### src/sv/tcw_pkg.sv
package tcw_pkg;

   // screen geometry
   localparam int ROWS      = 25;
   localparam int COLS      = 80;
   localparam int TAB_WIDTH = 8;
   localparam int CELLS     = ROWS * COLS;

   // field widths
   localparam int ROW_W  = 5;
   localparam int COL_W  = 7;
   localparam int CELL_W = $clog2(CELLS);
   localparam int TAB_W  = (TAB_WIDTH > 2) ? $clog2(TAB_WIDTH) : 1;

   // character codes
   localparam logic [7:0] CH_BS    = 8'h08;
   localparam logic [7:0] CH_TAB   = 8'h09;
   localparam logic [7:0] CH_NL    = 8'h0A;
   localparam logic [7:0] CH_SPACE = 8'h20;

   localparam logic [7:0]  ATTR_RESET  = 8'h0F;
   localparam logic [15:0] BLANK_RESET = {ATTR_RESET, CH_SPACE};

   // item kinds
   localparam logic KIND_PUT  = 1'b0;
   localparam logic KIND_READ = 1'b1;

   typedef enum logic [2:0] {
      ST_CLEAR,
      ST_IDLE,
      ST_BLANK_EOL,
      ST_TAB,
      ST_SCROLL,
      ST_READ,
      ST_DONE
   } tcw_state_type;

   typedef struct packed {
      logic              we;
      logic [CELL_W-1:0] waddr;
      logic [15:0]       wdata;
      logic              re;
      logic [CELL_W-1:0] raddr;
   } tcw_ram_req_type;

   typedef struct packed {
      logic [15:0]      cell_data;
      logic [ROW_W-1:0] cursor_row;
      logic [COL_W-1:0] cursor_col;
      logic             scrolled;
   } tcw_result_type;

   // linear cell index of a visible row and column under the ring offset
   function automatic logic [CELL_W-1:0] cell_addr(input logic [ROW_W-1:0] top,
                                                    input logic [ROW_W-1:0] vis,
                                                    input logic [COL_W-1:0] col);
      logic [ROW_W:0]   sum;
      logic [ROW_W-1:0] phys;
      sum = {1'b0, top} + {1'b0, vis};
      if (sum >= (ROW_W+1)'(ROWS)) begin
         phys = ROW_W'(sum - (ROW_W+1)'(ROWS));
      end else begin
         phys = sum[ROW_W-1:0];
      end
      return CELL_W'(phys * COLS) + CELL_W'(col);
   endfunction

endpackage

### src/sv/tcw_seq.sv
module tcw_seq
   import tcw_pkg::*;
(
   input  logic            clock,
   input  logic            reset,
   input  logic            item_valid,
   output logic            item_ready,
   input  logic            item_kind,
   input  logic [7:0]      item_char,
   input  logic [ROW_W-1:0] item_row,
   input  logic [COL_W-1:0] item_col,
   input  logic [7:0]      attr,
   input  logic            out_free,
   output logic            res_valid,
   output tcw_result_type  res,
   output tcw_ram_req_type ram_req,
   input  logic [15:0]     ram_rdata
);

   tcw_state_type state_ff, state_in;

   logic [ROW_W-1:0]  row_ff, row_in;
   logic [COL_W-1:0]  col_ff, col_in;
   logic [TAB_W-1:0]  phase_ff, phase_in;
   logic [ROW_W-1:0]  top_ff, top_in;
   logic [COL_W-1:0]  ptr_ff, ptr_in;
   logic [CELL_W-1:0] clr_ff, clr_in;
   logic              scrolled_ff, scrolled_in;
   logic [15:0]       data_ff, data_in;

   logic [15:0]      blank;
   logic             accept;
   logic             at_bottom;
   logic             ptr_last;
   logic             in_range;
   logic             eol_print;
   logic [ROW_W-1:0] top_next;
   logic [TAB_W-1:0] phase_up;
   logic [TAB_W-1:0] phase_down;

   assign blank      = {attr, CH_SPACE};
   assign item_ready = (state_ff == ST_IDLE);
   assign accept     = item_valid && item_ready;
   assign at_bottom  = (row_ff == ROW_W'(ROWS - 1));
   assign ptr_last   = (ptr_ff == COL_W'(COLS - 1));
   assign in_range   = (item_row < ROW_W'(ROWS)) && (item_col < COL_W'(COLS));
   assign eol_print  = ((col_ff + 1'b1) >= COL_W'(COLS - 1));
   assign top_next   = (top_ff == ROW_W'(ROWS - 1)) ? '0 : top_ff + 1'b1;
   assign phase_up   = (phase_ff == TAB_W'(TAB_WIDTH - 1)) ? '0 : phase_ff + 1'b1;
   assign phase_down = (phase_ff == '0) ? TAB_W'(TAB_WIDTH - 1) : phase_ff - 1'b1;

   // next state
   always_comb begin
      state_in = state_ff;
      case (state_ff)
         ST_CLEAR: begin
            if (clr_ff == CELL_W'(CELLS - 1)) state_in = ST_IDLE;
         end
         ST_IDLE: begin
            if (accept) begin
               if (item_kind == KIND_READ) begin
                  state_in = in_range ? ST_READ : ST_DONE;
               end else if (item_char == CH_NL) begin
                  state_in = ST_BLANK_EOL;
               end else if (item_char == CH_TAB) begin
                  state_in = (col_ff >= COL_W'(COLS - TAB_WIDTH)) ? ST_BLANK_EOL : ST_TAB;
               end else if (item_char >= CH_SPACE && eol_print && at_bottom) begin
                  state_in = ST_SCROLL;
               end else begin
                  state_in = ST_DONE;
               end
            end
         end
         ST_BLANK_EOL: begin
            if (ptr_last) state_in = at_bottom ? ST_SCROLL : ST_DONE;
         end
         ST_TAB: begin
            if (phase_up == '0) state_in = ST_DONE;
         end
         ST_SCROLL: begin
            if (ptr_last) state_in = ST_DONE;
         end
         ST_READ: begin
            state_in = ST_DONE;
         end
         ST_DONE: begin
            if (out_free) state_in = ST_IDLE;
         end
         default: begin
            state_in = ST_CLEAR;
         end
      endcase
   end

   // datapath and memory requests
   always_comb begin
      row_in      = row_ff;
      col_in      = col_ff;
      phase_in    = phase_ff;
      top_in      = top_ff;
      ptr_in      = ptr_ff;
      clr_in      = clr_ff;
      scrolled_in = scrolled_ff;
      data_in     = data_ff;
      ram_req     = '0;
      case (state_ff)
         ST_CLEAR: begin
            ram_req.we    = 1'b1;
            ram_req.waddr = clr_ff;
            ram_req.wdata = BLANK_RESET;
            clr_in        = clr_ff + 1'b1;
         end
         ST_IDLE: begin
            if (accept) begin
               data_in     = '0;
               scrolled_in = 1'b0;
               ptr_in      = col_ff;
               if (item_kind == KIND_READ) begin
                  ram_req.re    = in_range;
                  ram_req.raddr = cell_addr(top_ff, item_row, item_col);
               end else if (item_char == CH_BS) begin
                  if (col_ff != '0) begin
                     ram_req.we    = 1'b1;
                     ram_req.waddr = cell_addr(top_ff, row_ff, col_ff);
                     ram_req.wdata = blank;
                     col_in        = col_ff - 1'b1;
                     phase_in      = phase_down;
                  end
               end else if (item_char >= CH_SPACE) begin
                  ram_req.we    = 1'b1;
                  ram_req.waddr = cell_addr(top_ff, row_ff, col_ff);
                  ram_req.wdata = {attr, item_char};
                  col_in        = col_ff + 1'b1;
                  phase_in      = phase_up;
                  if (eol_print) begin
                     col_in   = '0;
                     phase_in = '0;
                     ptr_in   = '0;
                     if (at_bottom) begin
                        top_in      = top_next;
                        scrolled_in = 1'b1;
                     end else begin
                        row_in = row_ff + 1'b1;
                     end
                  end
               end
            end
         end
         ST_BLANK_EOL: begin
            ram_req.we    = 1'b1;
            ram_req.waddr = cell_addr(top_ff, row_ff, ptr_ff);
            ram_req.wdata = blank;
            ptr_in        = ptr_ff + 1'b1;
            if (ptr_last) begin
               col_in   = '0;
               phase_in = '0;
               ptr_in   = '0;
               if (at_bottom) begin
                  top_in      = top_next;
                  scrolled_in = 1'b1;
               end else begin
                  row_in = row_ff + 1'b1;
               end
            end
         end
         ST_TAB: begin
            ram_req.we    = 1'b1;
            ram_req.waddr = cell_addr(top_ff, row_ff, col_ff);
            ram_req.wdata = blank;
            col_in        = col_ff + 1'b1;
            phase_in      = phase_up;
         end
         ST_SCROLL: begin
            ram_req.we    = 1'b1;
            ram_req.waddr = cell_addr(top_ff, row_ff, ptr_ff);
            ram_req.wdata = blank;
            ptr_in        = ptr_ff + 1'b1;
         end
         ST_READ: begin
            data_in = ram_rdata;
         end
         default: begin
         end
      endcase
   end

   assign res_valid      = (state_ff == ST_DONE);
   assign res.cell_data  = data_ff;
   assign res.cursor_row = row_ff;
   assign res.cursor_col = col_ff;
   assign res.scrolled   = scrolled_ff;

   always_ff @(posedge clock) begin
      if (reset) begin
         state_ff    <= ST_CLEAR;
         row_ff      <= '0;
         col_ff      <= '0;
         phase_ff    <= '0;
         top_ff      <= '0;
         clr_ff      <= '0;
         scrolled_ff <= 1'b0;
      end else begin
         state_ff    <= state_in;
         row_ff      <= row_in;
         col_ff      <= col_in;
         phase_ff    <= phase_in;
         top_ff      <= top_in;
         clr_ff      <= clr_in;
         scrolled_ff <= scrolled_in;
      end
   end

   always_ff @(posedge clock) begin
      ptr_ff  <= ptr_in;
      data_ff <= data_in;
   end

endmodule

### config.mk
export PLATFORM = sky130hd
export DESIGN_NAME = tcw_seq
export DESIGN_NICKNAME = d
export VERILOG_FILES = /design/src/sv/tcw_pkg.sv /design/src/sv/tcw_seq.sv
export SDC_FILE = /design/constraint.sdc
export NUM_CORES = 1
export LEC_CHECK = 0
export BUFFER_PORTS_ARGS = -buffer_cell sky130_fd_sc_hd__buf_2
export CAP_MARGIN = 20
export CORE_MARGIN = 5
export CORE_UTILIZATION = 30
export CTS_BUF_LIST = sky130_fd_sc_hd__clkbuf_4 sky130_fd_sc_hd__clkbuf_8 sky130_fd_sc_hd__clkbuf_16
export DETAILED_ROUTE_END_ITERATION = 8
export PLACE_DENSITY = 0.49
export SYNTH_ARGS = -nofsm -noshare
export SYNTH_HDL_FRONTEND = slang
export SYNTH_SLANG_ARGS = --single-unit
### constraint.sdc
create_clock -name clock -period 6.2 [get_ports clock]
set_clock_uncertainty 0.2 [all_clocks]
set_input_delay 0.62 -clock clock [delete_from_list [all_inputs] [get_ports clock]]
set_output_delay 0.62 -clock clock [all_outputs]
set_load 0.03 [all_outputs]
After elaboration in Yosys (flattened, before gate mapping):

Index checks and enable logic that the tools add are counted.

* register bits after elaboration: 58
* logic and storage cells: 178

* $add $sub $neg: 18
* $mul: 6
* magnitude comparators: 7
* eq/ne operators: 27
* multiplexer cells: 93
* reductions and logical operators: 18

Operator list (count)
* 5-bit 2-to-1 mux: 33
* 28-bit case mux with 5 select lines: 1
* 28-bit 2-to-1 mux: 4
* 7-bit 2-to-1 mux: 13
* 11-bit by 7-bit adder with 11-bit output: 6
* 3-bit 2-to-1 mux: 18
* 5-bit by 3-bit multiplier with 7-bit output, second input constant: 6
* 7-bit case mux with 3 select lines: 2
* 40-bit 2-to-1 mux: 1
* 16-bit case mux with 2 select lines: 1
* 8-bit by 4-bit equality test with 1-bit output, second input constant: 3
* 12-bit 2-to-1 mux: 2
* 3-bit case mux with 7 select lines: 1
* 5-bit case mux with 2 select lines: 2
* 16-bit 2-to-1 mux: 1
* 2-bit != test, second input constant: 8
* 7-bit by 1-bit adder with 7-bit output, second input constant: 2
* 7-bit >= comparator, second input constant: 2
* 5-bit by 5-bit adder with 6-bit output: 2
* 3-bit equality test, second input constant: 4
* 6-bit by 5-bit >= comparator with 1-bit output, second input constant: 2
* 6-bit AND reduction: 2
* 11-bit by 1-bit adder with 11-bit output, second input constant: 1
* 11-bit equality test, second input constant: 1
* other kinds (27): 51

Depth between registers and ports, before layout:

Gate-level depths: netlist (run 1).

* word-level depth: 15
* depth in mapped cells: 18

Worst setup path after synthesis (run 1):

No wires, ideal clock.

* kind: input-to-output
* start point: in item_row[0]
* end point: out ram_req[10] (netlist name)
* data arrival time: 4.450 ns
* data required time: 5.380 ns
* setup slack: 0.930 ns
* stages on the path: 17
* cells stage by stage: ha_1 -> fa_1 -> a21o_1 -> a21oi_1 -> xnor2_1 -> o221ai_1 -> and3_1 -> mux2_2 -> ha_1 -> ha_1 -> inv_1 -> fa_1 -> or2_2 -> a21oi_1 -> a2bb2oi_1 -> xor2_1 -> nor2_1

RTL lines
* start, declared: line tcw_seq.sv:10 `input logic [ROW_W-1:0] item_row,`
* end, declared: line tcw_seq.sv:16 `output tcw_ram_req_type ram_req,`

==> results by stage, run 1 <==
Timing:
- The number of endpoints failing setup at the final stage is 0.
- The final critical delay including setup and external delays is 5.71 ns.
- For the pin with the worst max-slew slack, the measured transition is 0.968 ns.
- The final count of hold timing violations is 0.
- The worst pin sits at a relative slew slack of 0.355.
- Of the available clock period, the critical path in the final layout requires 0.922.
- The setup total negative slack is 0 ns.
- The fmax is 0.175 GHz.
- The max-slew violation count is 0.
- Setup repair after global routing left no endpoint under its margin.

Synth:
- The largest total area in the synthesized netlist belongs to dfxtp_1.
- In the post-synthesis netlist, the biggest area contributors are dfxtp_1 13%, edfxtp_1 13%, ha_1 12%.
- The async set-reset flop share out of synthesis is 0.
- The average footprint of a synthesized cell is 8.26 um^2.
- The compound-cell area share of the yosys netlist is 0.199.
- Summing every instance area after synthesis gives 5210 um^2.
- For this run, the register share of the synthesized area comes to 0.267.
- Yosys mapped the design onto 71 distinct sky130hd cell types.
- Of the total synthesized cell area, the portion taken by AND, OR, NAND and NOR gates is 0.251.
- The total number of yosys warnings is 0.
- The post-synthesis xor/xnor area fraction is 0.0771.
- The most used flip-flop cell after synthesis is dfxtp_1.
- The mux share of post-synthesis cell area is 0.0204.
- Of the post-synthesis cell area, the dominant cell type holds 0.134.
- The combinational family with the most area after synthesis is simple AND/OR/NAND/NOR gates.
- Synthesis produced a netlist whose cell count is 631.
- After synthesis the netlist holds a flip-flop and latch count of 58.
- Yosys mapped a number of flops with a built-in enable equal to 23.
- Of the total synthesized cell area, the portion taken by full adders, half adders and majority gates is 0.142.
- The net count after synthesis is 735.

Floorplanning:
- The core region is 17,200 um^2.
- After floorplanning, the core was divided into 48 placement rows.
- The die width is 142 um.
- From bottom edge to top edge, the die measures 142 um.
- The floorplan step defined a die boundary enclosing 20,100 um^2.
- The number of top-level pins is 120.
- The starting utilization of the core area is 0.303.

GRT:
- Entering global routing, the biggest net connects 38 pins.
- For this run, the total global-route usage over all layers was measured as 0.150.
- Global routing finished with a remaining overflow of 0.
- The wire length of the first global-routing pass is 24,800 um.
- The via count of the first global-routing pass is 4,902.
- The number of antenna violations at the first check in global routing is 0.

Layout:
- At the end of the flow, the number of nets in the layout was 844.
- Measured on the finished design, the core utilization comes to 0.368.
- The antenna cell count is 0.
- The area growth from synthesis to layout is 21.3%.
- In the layout the commonest cells are 119 x buf_2, 58 x nor2_1, 50 x nand2_1.
- The share of post-route cells with drive strength above 1 is 0.216.
- The most common library cell in the layout ignoring fill and taps is buf_2.

Clocking:
- The clock tree from TritonCTS is done.
- The number of gates resized after CTS was 0.
- The root buffer cell chosen for the clock tree is clkbuf_16.
- The clock sink total is 58.
- In this run the post-CTS setup repair buffer count came out at 0.
- The H-tree was split into 3 levels.
- For this design, the CTS-stage hold fixing added 0 buffers.
- The clock passes through at most 2 buffers.
- For the worst-skew pair, the clock arrives at the later sink with an insertion delay of 0.33 ns.
- After clock tree synthesis, the clock-pin slew on the worst setup and hold paths is 0.05 ns.
- Clock tree synthesis inserted a total of 9 buffers.

Worst hold path:
- The path with the worst hold slack has its endpoint at clr_ff[10]$_SDFFE_PP0P_.
- The hold path depth is 2.
- The min-delay analysis places its worst path in the category flop to flop.
- The startpoint of the most critical hold path is clr_ff[10]$_SDFFE_PP0P_.

Route:
- In the routed design, unresolved DRC markers number 0.
- The detailed router's first-iteration violation count is 320.
- The mean routed wirelength per cell is 15.6 um.
- The pre-antenna-repair detailed-routing pass consisted of 5 iterations.
- The count of vias placed by the detailed router is 4,998.
- The count of nets left with antenna violations after detail routing is 0.
- The routed via count divided by cell count is 5.15.
- The sum of routed wire length over all layers is 15,100 um.

Worst setup path:
- The highest fanout seen on the critical path is 7.
- The kind of end point of the critical path is an output port.
- The critical register-to-register path endpoint is ptr_ff[1]$_DFFE_PP_.
- The worst setup path category is flop to output port.
- The worst flop-to-flop path startpoint is state_ff[1]$_SDFFE_PP0P_.
- The arrival time of data at the critical path endpoint is 4.89 ns.
- The number of cells on the worst reg-to-reg path is 4.
- At the worst endpoint, the required time is 5.38 ns.
- The kind of start point of the critical path is a flop.
- The minimum setup slack among reg-to-reg paths is 3.13 ns.

Outcome:
- The flow ran to the end, and the final reports show no timing, DRC or antenna violations.

Power and ir drop:
- Summed over all cells, the static leakage comes to 2.85 nW.
- The total power per unit cell area is 160 nW/um^2.
- The largest voltage drop on the vdd net is 138 uV.

Job:
- Max-cap violations in this run came to 0.

Place:
- Port buffering added 119 buffers.
- The final HPWL from detailed placement is 11,900 um.
- The placer congestion estimate is 0.909.
[worst max-delay path, cell delays in order (launching register included)]
cell,delay [ns]
dfxtp_1,0.44
ha_1,0.25
fa_1,0.48
inv_1,0.14
ha_1,0.18
inv_1,0.06
nor3_1,0.21
nor3_1,0.08
a211o_1,0.39
nand2_1,0.16
a22oi_1,0.12
xnor2_1,0.16
ha_1,0.25
fa_1,0.43
xor2_1,0.28
nand2_1,0.14
or3_1,0.33
mux2i_1,0.14
a221o_1,0.13
buf_2,0.20
[metrics by stage]
step | worst slack, ns | total power [W] | hold WS (ns) | cells | instance area [um^2]
5_1_grt | 0.0641 | 0.00106 | 0.341 | 970 | 6320
3_3_place_gp | 0.800 | 0.000497 | 0.304 | 954 | 6010
4_1_cts | 0.454 | 0.00103 | 0.315 | 970 | 6320
2_1_floorplan | 0.930 | 0.000466 | 0.266 | 631 | 5210
6_report | 0.487 | 0.00101 | 0.312 | 970 | 6320
3_5_place_dp | 0.714 | 0.000499 | 0.308 | 954 | 6010
[sequential cells by signal, indices dropped and copies added, names as in the netlist]
register,flops
top_ff,5
state_ff,3
scrolled_ff,1
data_ff,16
row_ff,5
phase_ff,3
col_ff,7
clr_ff,11
ptr_ff,7
[power breakdown]
part | leakage [nW] | internal, W | switching, W
clock network | 0.155 | 0.000353 | 0.000169
logic | 2.23 | 0.0000418 | 0.0000510
registers | 0.465 | 0.000396 | 0.00000206
total | 2.85 | 0.000790 | 0.000222
[metal layers]
| layer | global-route usage | vias to the layer above | share of wire |
|---|---|---|---|
| li1 | - | 2507 | - |
| met1 | 0.186 | 2315 | 0.45 |
| met2 | 0.260 | 161 | 0.47 |
| met3 | 0.0371 | 15 | 0.064 |
| met4 | 0.0419 | 0 | 0.016 |
| met5 | 0 | - | 0 |
[cell usage after synthesis, types with 4 or more instances]
cell type	instances
clkbuf_1	16
xnor2_1	23
fa_1	7
nand2_1	50
nor2_1	58
nand4b_1	4
nand2b_1	9
xor2_1	21
and2_1	33
nand4_1	9
a21o_1	19
inv_1	30
a211oi_1	6
nor2b_1	9
a21oi_1	37
or3_1	6
dfxtp_1	35
nor3_1	17
nand3_1	16
o21ai_0	36
edfxtp_1	23
a311oi_1	5
o22ai_1	9
ha_1	48
o211ai_1	5
mux2_2	5
mux2i_1	5
a222oi_1	6
and3_1	16
[kinds of logic (layout without fill, tap and decap cells)]
kind of cell / Yosys count / count (layout)
AOI/OAI and AO/OA: 158 / 158
xor gates and xnor gates: 45 / 45
adders and majority gates: 55 / 55
buffers and inverters: 55 / 169
DFF: 58 / 58
muxes: 10 / 10
and+or+nand+nor: 250 / 250
[worst max-delay path by stage]
stage,depth (start not counted),start,slack [ns],to
after detailed placement,19,item_row[0],0.71,ram_req[10]
after floorplan,17,item_row[0],0.93,ram_req[10]
after global placement,19,item_row[0],0.80,ram_req[10]
final,19,top_ff[0]$_SDFFE_PP0P_,0.49,ram_req[38]
after CTS,19,top_ff[0]$_SDFFE_PP0P_,0.45,ram_req[38]
after global routing,19,top_ff[0]$_SDFFE_PP0P_,0.06,ram_req[38]
[final cells by class]
class                           instances  area [um^2]
Clock buffer                           10          233
Tap cell                              225          282
Fill cell                            1810        10900
Sequential cell                        58         1390
Multi-Input combinational cell        518         3600
Timing Repair Buffer                  121          611
Inverter                               32          121
Clock inverter                          6         81.3
Note: power is estimated with default switching activity, not from simulation.
==> inputs of run 2 (changes only) <==
PLACE_DENSITY = 0.5   (was 0.49)
==> run 2 against run 1 <==
Compared with the run above: sequential share of layout area grew 0.083 points; final area decreased by 0.38%; critical path depth unchanged; register-to-register slack is essentially flat; utilization decreased by 0.14 points; combinational power rose by 0.8%; via count down 0.12%.
==> results by stage, run 2 (synthesis gave the netlist of run 1 again) <==
Outcome:
- Run status: complete, no violations (unchanged).

Worst setup path:
- The minimum setup slack among reg-to-reg paths is 3.13 ns (about the same).
- Critical path, cell by cell: ha_1, fa_1, inv_1, ha_1, inv_1, nor3_1, nor3_1, a211o_1, nand2_1, a22oi_1, xnor2_1, ha_1, fa_1, xor2_1, nand2_1, or3_1, mux2i_1, a221o_1, buf_2 (unchanged).
- The worst path buffer plus inverter count is 3 (unchanged).
- The delay of the slowest cell on the worst path is 0.48 ns (about the same).
- The arrival time of data at the critical path endpoint is 4.89 ns (about the same).
- The worst flop-to-flop path startpoint is col_ff[0]$_SDFFE_PP0P_ (was state_ff[1]$_SDFFE_PP0P_).
- The cell with the biggest individual delay on the critical path is fa_1 (unchanged).
- The dominant cell type by count on the critical path is ha_1 (unchanged).
- The worst setup path category is flop to output port (unchanged).
- The critical path launch point is top_ff[0]$_SDFFE_PP0P_ (unchanged).
- The kind of start point of the critical path is a flop (unchanged).
- The family with the most delay on the worst path is adder cells (unchanged).
- The highest fanout seen on the critical path is 7 (unchanged).
- The worst-case reg-to-reg path depth is 9 (was 4).
- The endpoint required time on the critical path is 5.38 ns (about the same).
- The critical register-to-register path endpoint is top_ff[3]$_SDFFE_PP0P_ (was ptr_ff[1]$_DFFE_PP_).
- The kind of end point of the critical path is an output port (unchanged).

Layout:
- The growth of design area from synthesis to finish is 20.9% (was 21.3%).
- The count of filler cells inserted in the layout came to 1,833 (was 1,810).
- The net total in the final layout is 844 (unchanged).
- The most flop-heavy register is data_ff (unchanged).
- The final non-filler cell total is 970 (unchanged).
- The antenna cell count is 0 (unchanged).
- Commonest cells after routing, fill and taps aside: 119 x buf_2, 58 x nor2_1, 50 x nand2_1 (unchanged).
- The number of flip-flops under the largest register name is 16 (unchanged).
- The most common library cell in the layout ignoring fill and taps was buf_2 (unchanged).
- Leading registers by flop count: data_ff (16), clr_ff (11) (unchanged).
- The share of post-route cells with drive strength above 1 is 0.217 (was 0.216).

Clocking:
- The number of levels in the clock H-tree is 3 (unchanged).
- The number of resized instances in the post-cts repair step is 0 (unchanged).
- The root buffer cell is clkbuf_16 (unchanged).
- The maximum clock path buffer count is 2 (unchanged).
- The clock tree from TritonCTS is done (unchanged).
- The buffers inserted during post-CTS setup optimization is 0 (unchanged).
- The clock latency on the worst-skew pair is 0.33 ns (about the same).
- The count of hold-fix buffers inserted at cts came to 0 (unchanged).
- The clock-pin slew on the worst setup and hold paths is 0.05 ns (about the same).
- The number of buffers created by CTS is 9 (unchanged).
- The clock sink total is 58 (unchanged).

Timing:
- The number of endpoints failing setup at the final stage is 0 (unchanged).
- The transition time at the pin with the least slew margin is 1.01 ns (was 0.968 ns).
- The worst slew slack as a fraction of its limit is 0.324 (was 0.355).
- The fmax is 0.175 GHz (about the same).
- The share of the clock period used by the worst path after layout was 0.920 (was 0.922).
- The final critical delay including setup and external delays is 5.71 ns (about the same).
- The final worst setup slack is 0.495 ns (was 0.487 ns).
- The final count of hold timing violations is 0 (unchanged).
- The setup total negative slack is 0 ns (unchanged).
- The worst slack on hold paths is 0.313 ns (was 0.312 ns).
- Unrepaired setup endpoints after global routing: false (unchanged).
- The max-slew violation count came to 0 (unchanged).

GRT:
- The total global-route track usage is 0.149 (was 0.150).
- The total grt overflow is 0 (unchanged).
- The via count of the first global-routing pass was 4,917 (was 4,902).
- The number of antenna violations at the first check in global routing was 0 (unchanged).
- The largest net degree at the start of global routing came to 38 (unchanged).
- The wire length of the first global-routing pass came to 24,600 um (was 24,800 um).

Route:
- The routed via count divided by cell count is 5.15 (about the same).
- The mean routed wirelength per cell is 15.6 um (about the same).
- The count of vias placed by the detailed router is 4,992 (was 4,998).
- The count of nets left with antenna violations after detail routing came to 0 (unchanged).
- The detailed router's first-iteration violation count is 314 (was 320).
- The sum of routed wire length over all layers was 15,100 um (about the same).
- The number of detailed-route iterations in the first pass is 8 (was 5).
- The DRC violation count after routing is 0 (unchanged).

Floorplanning:
- The number of top-level pins is 120 (unchanged).
- The core area came to 17,200 um^2 (unchanged).
- The floorplan die area is 20,100 um^2 (unchanged).
- The chip height was 142 um (unchanged).
- The cell row count is 48 (unchanged).
- The starting utilization of the core area is 0.303 (unchanged).
- The die width was 142 um (unchanged).

Power and ir drop:
- The total power per unit cell area is 156 nW/um^2 (was 160 nW/um^2).
- The largest voltage drop on the vdd net was 141 uV (was 138 uV).
- The leakage power is 2.84 nW (was 2.85 nW).
- The power consumption is 0.000983 W (was 0.00101 W).

Worst hold path:
- The path type of the worst min-delay path was flop to flop (unchanged).
- The hold path depth came to 2 (unchanged).
- The startpoint of the most critical hold path is phase_ff[0]$_SDFFE_PP0P_ (was clr_ff[10]$_SDFFE_PP0P_).
- The endpoint with the worst hold slack was phase_ff[0]$_SDFFE_PP0P_ (was clr_ff[10]$_SDFFE_PP0P_).

Place:
- The number of cells after detailed placement came to 954 (unchanged).
- The final HPWL from detailed placement was 11,800 um (was 11,900 um).
- The count of port buffers added during placement is 119 (unchanged).
- The placer congestion estimate came to 0.853 (was 0.909).
- The worst-case setup slack after placement was 0.664 ns (was 0.714 ns).

Job:
- The total of max-cap violations is 0 (unchanged).
## run 2: cell count changes in the layout (fill, tap and decap cells not counted), sizes merged
cell | previous run | this run
bufinv | 2 | 1
clkinv | 5 | 6
## run 2: worst max path at each step
stage	endpoint	cells past startpoint
3_5_place_dp	ram_req[10]	19
4_1_cts	ram_req[38]	19
2_1_floorplan	ram_req[10]	17
5_1_grt	ram_req[38]	19
6_report	ram_req[38]	19
3_3_place_gp	ram_req[10]	19
## run 2: layout make-up
cell class / count / area (um^2) / area share
Multi-Input combinational cell: 518 / 3600 / 0.572
Sequential cell: 58 / 1390 / 0.221
Timing Repair Buffer: 121 / 611 / 0.0969
Tap cell: 225 / 282 / 0.0447
Clock buffer: 10 / 233 / 0.0369
Inverter: 32 / 121 / 0.0193
Clock inverter: 6 / 57.6 / 0.00914
## run 2: power by group
group | internal (W) | switching (W)
clock | 0.000312 | 0.000179
sequential | 0.000396 | 0.00000210
combinational | 0.0000417 | 0.0000518
## run 2: layer usage
metal  part of all wire  GRT usage
met1               0.47      0.192
met2               0.47      0.258
met3              0.052     0.0260
met4              0.011     0.0354
met5                  0          0
## run 2: per-stage QoR
step / utilization / area (um^2)
after floorplan: - / 5210
after global placement: 0.350 / 6010
after detailed placement: 0.350 / 6010
after CTS: 0.367 / 6300
after global routing: 0.367 / 6300
final: 0.367 / 6300
## run 2: worst register-to-register path, delay by kind of cell (launching register included)
kind,cells,cell delay (ns)
buf+inv,1,0.13
compound gates,4,0.97
fa+ha+maj,1,0.33
flops,1,0.59
simple gates,3,0.77
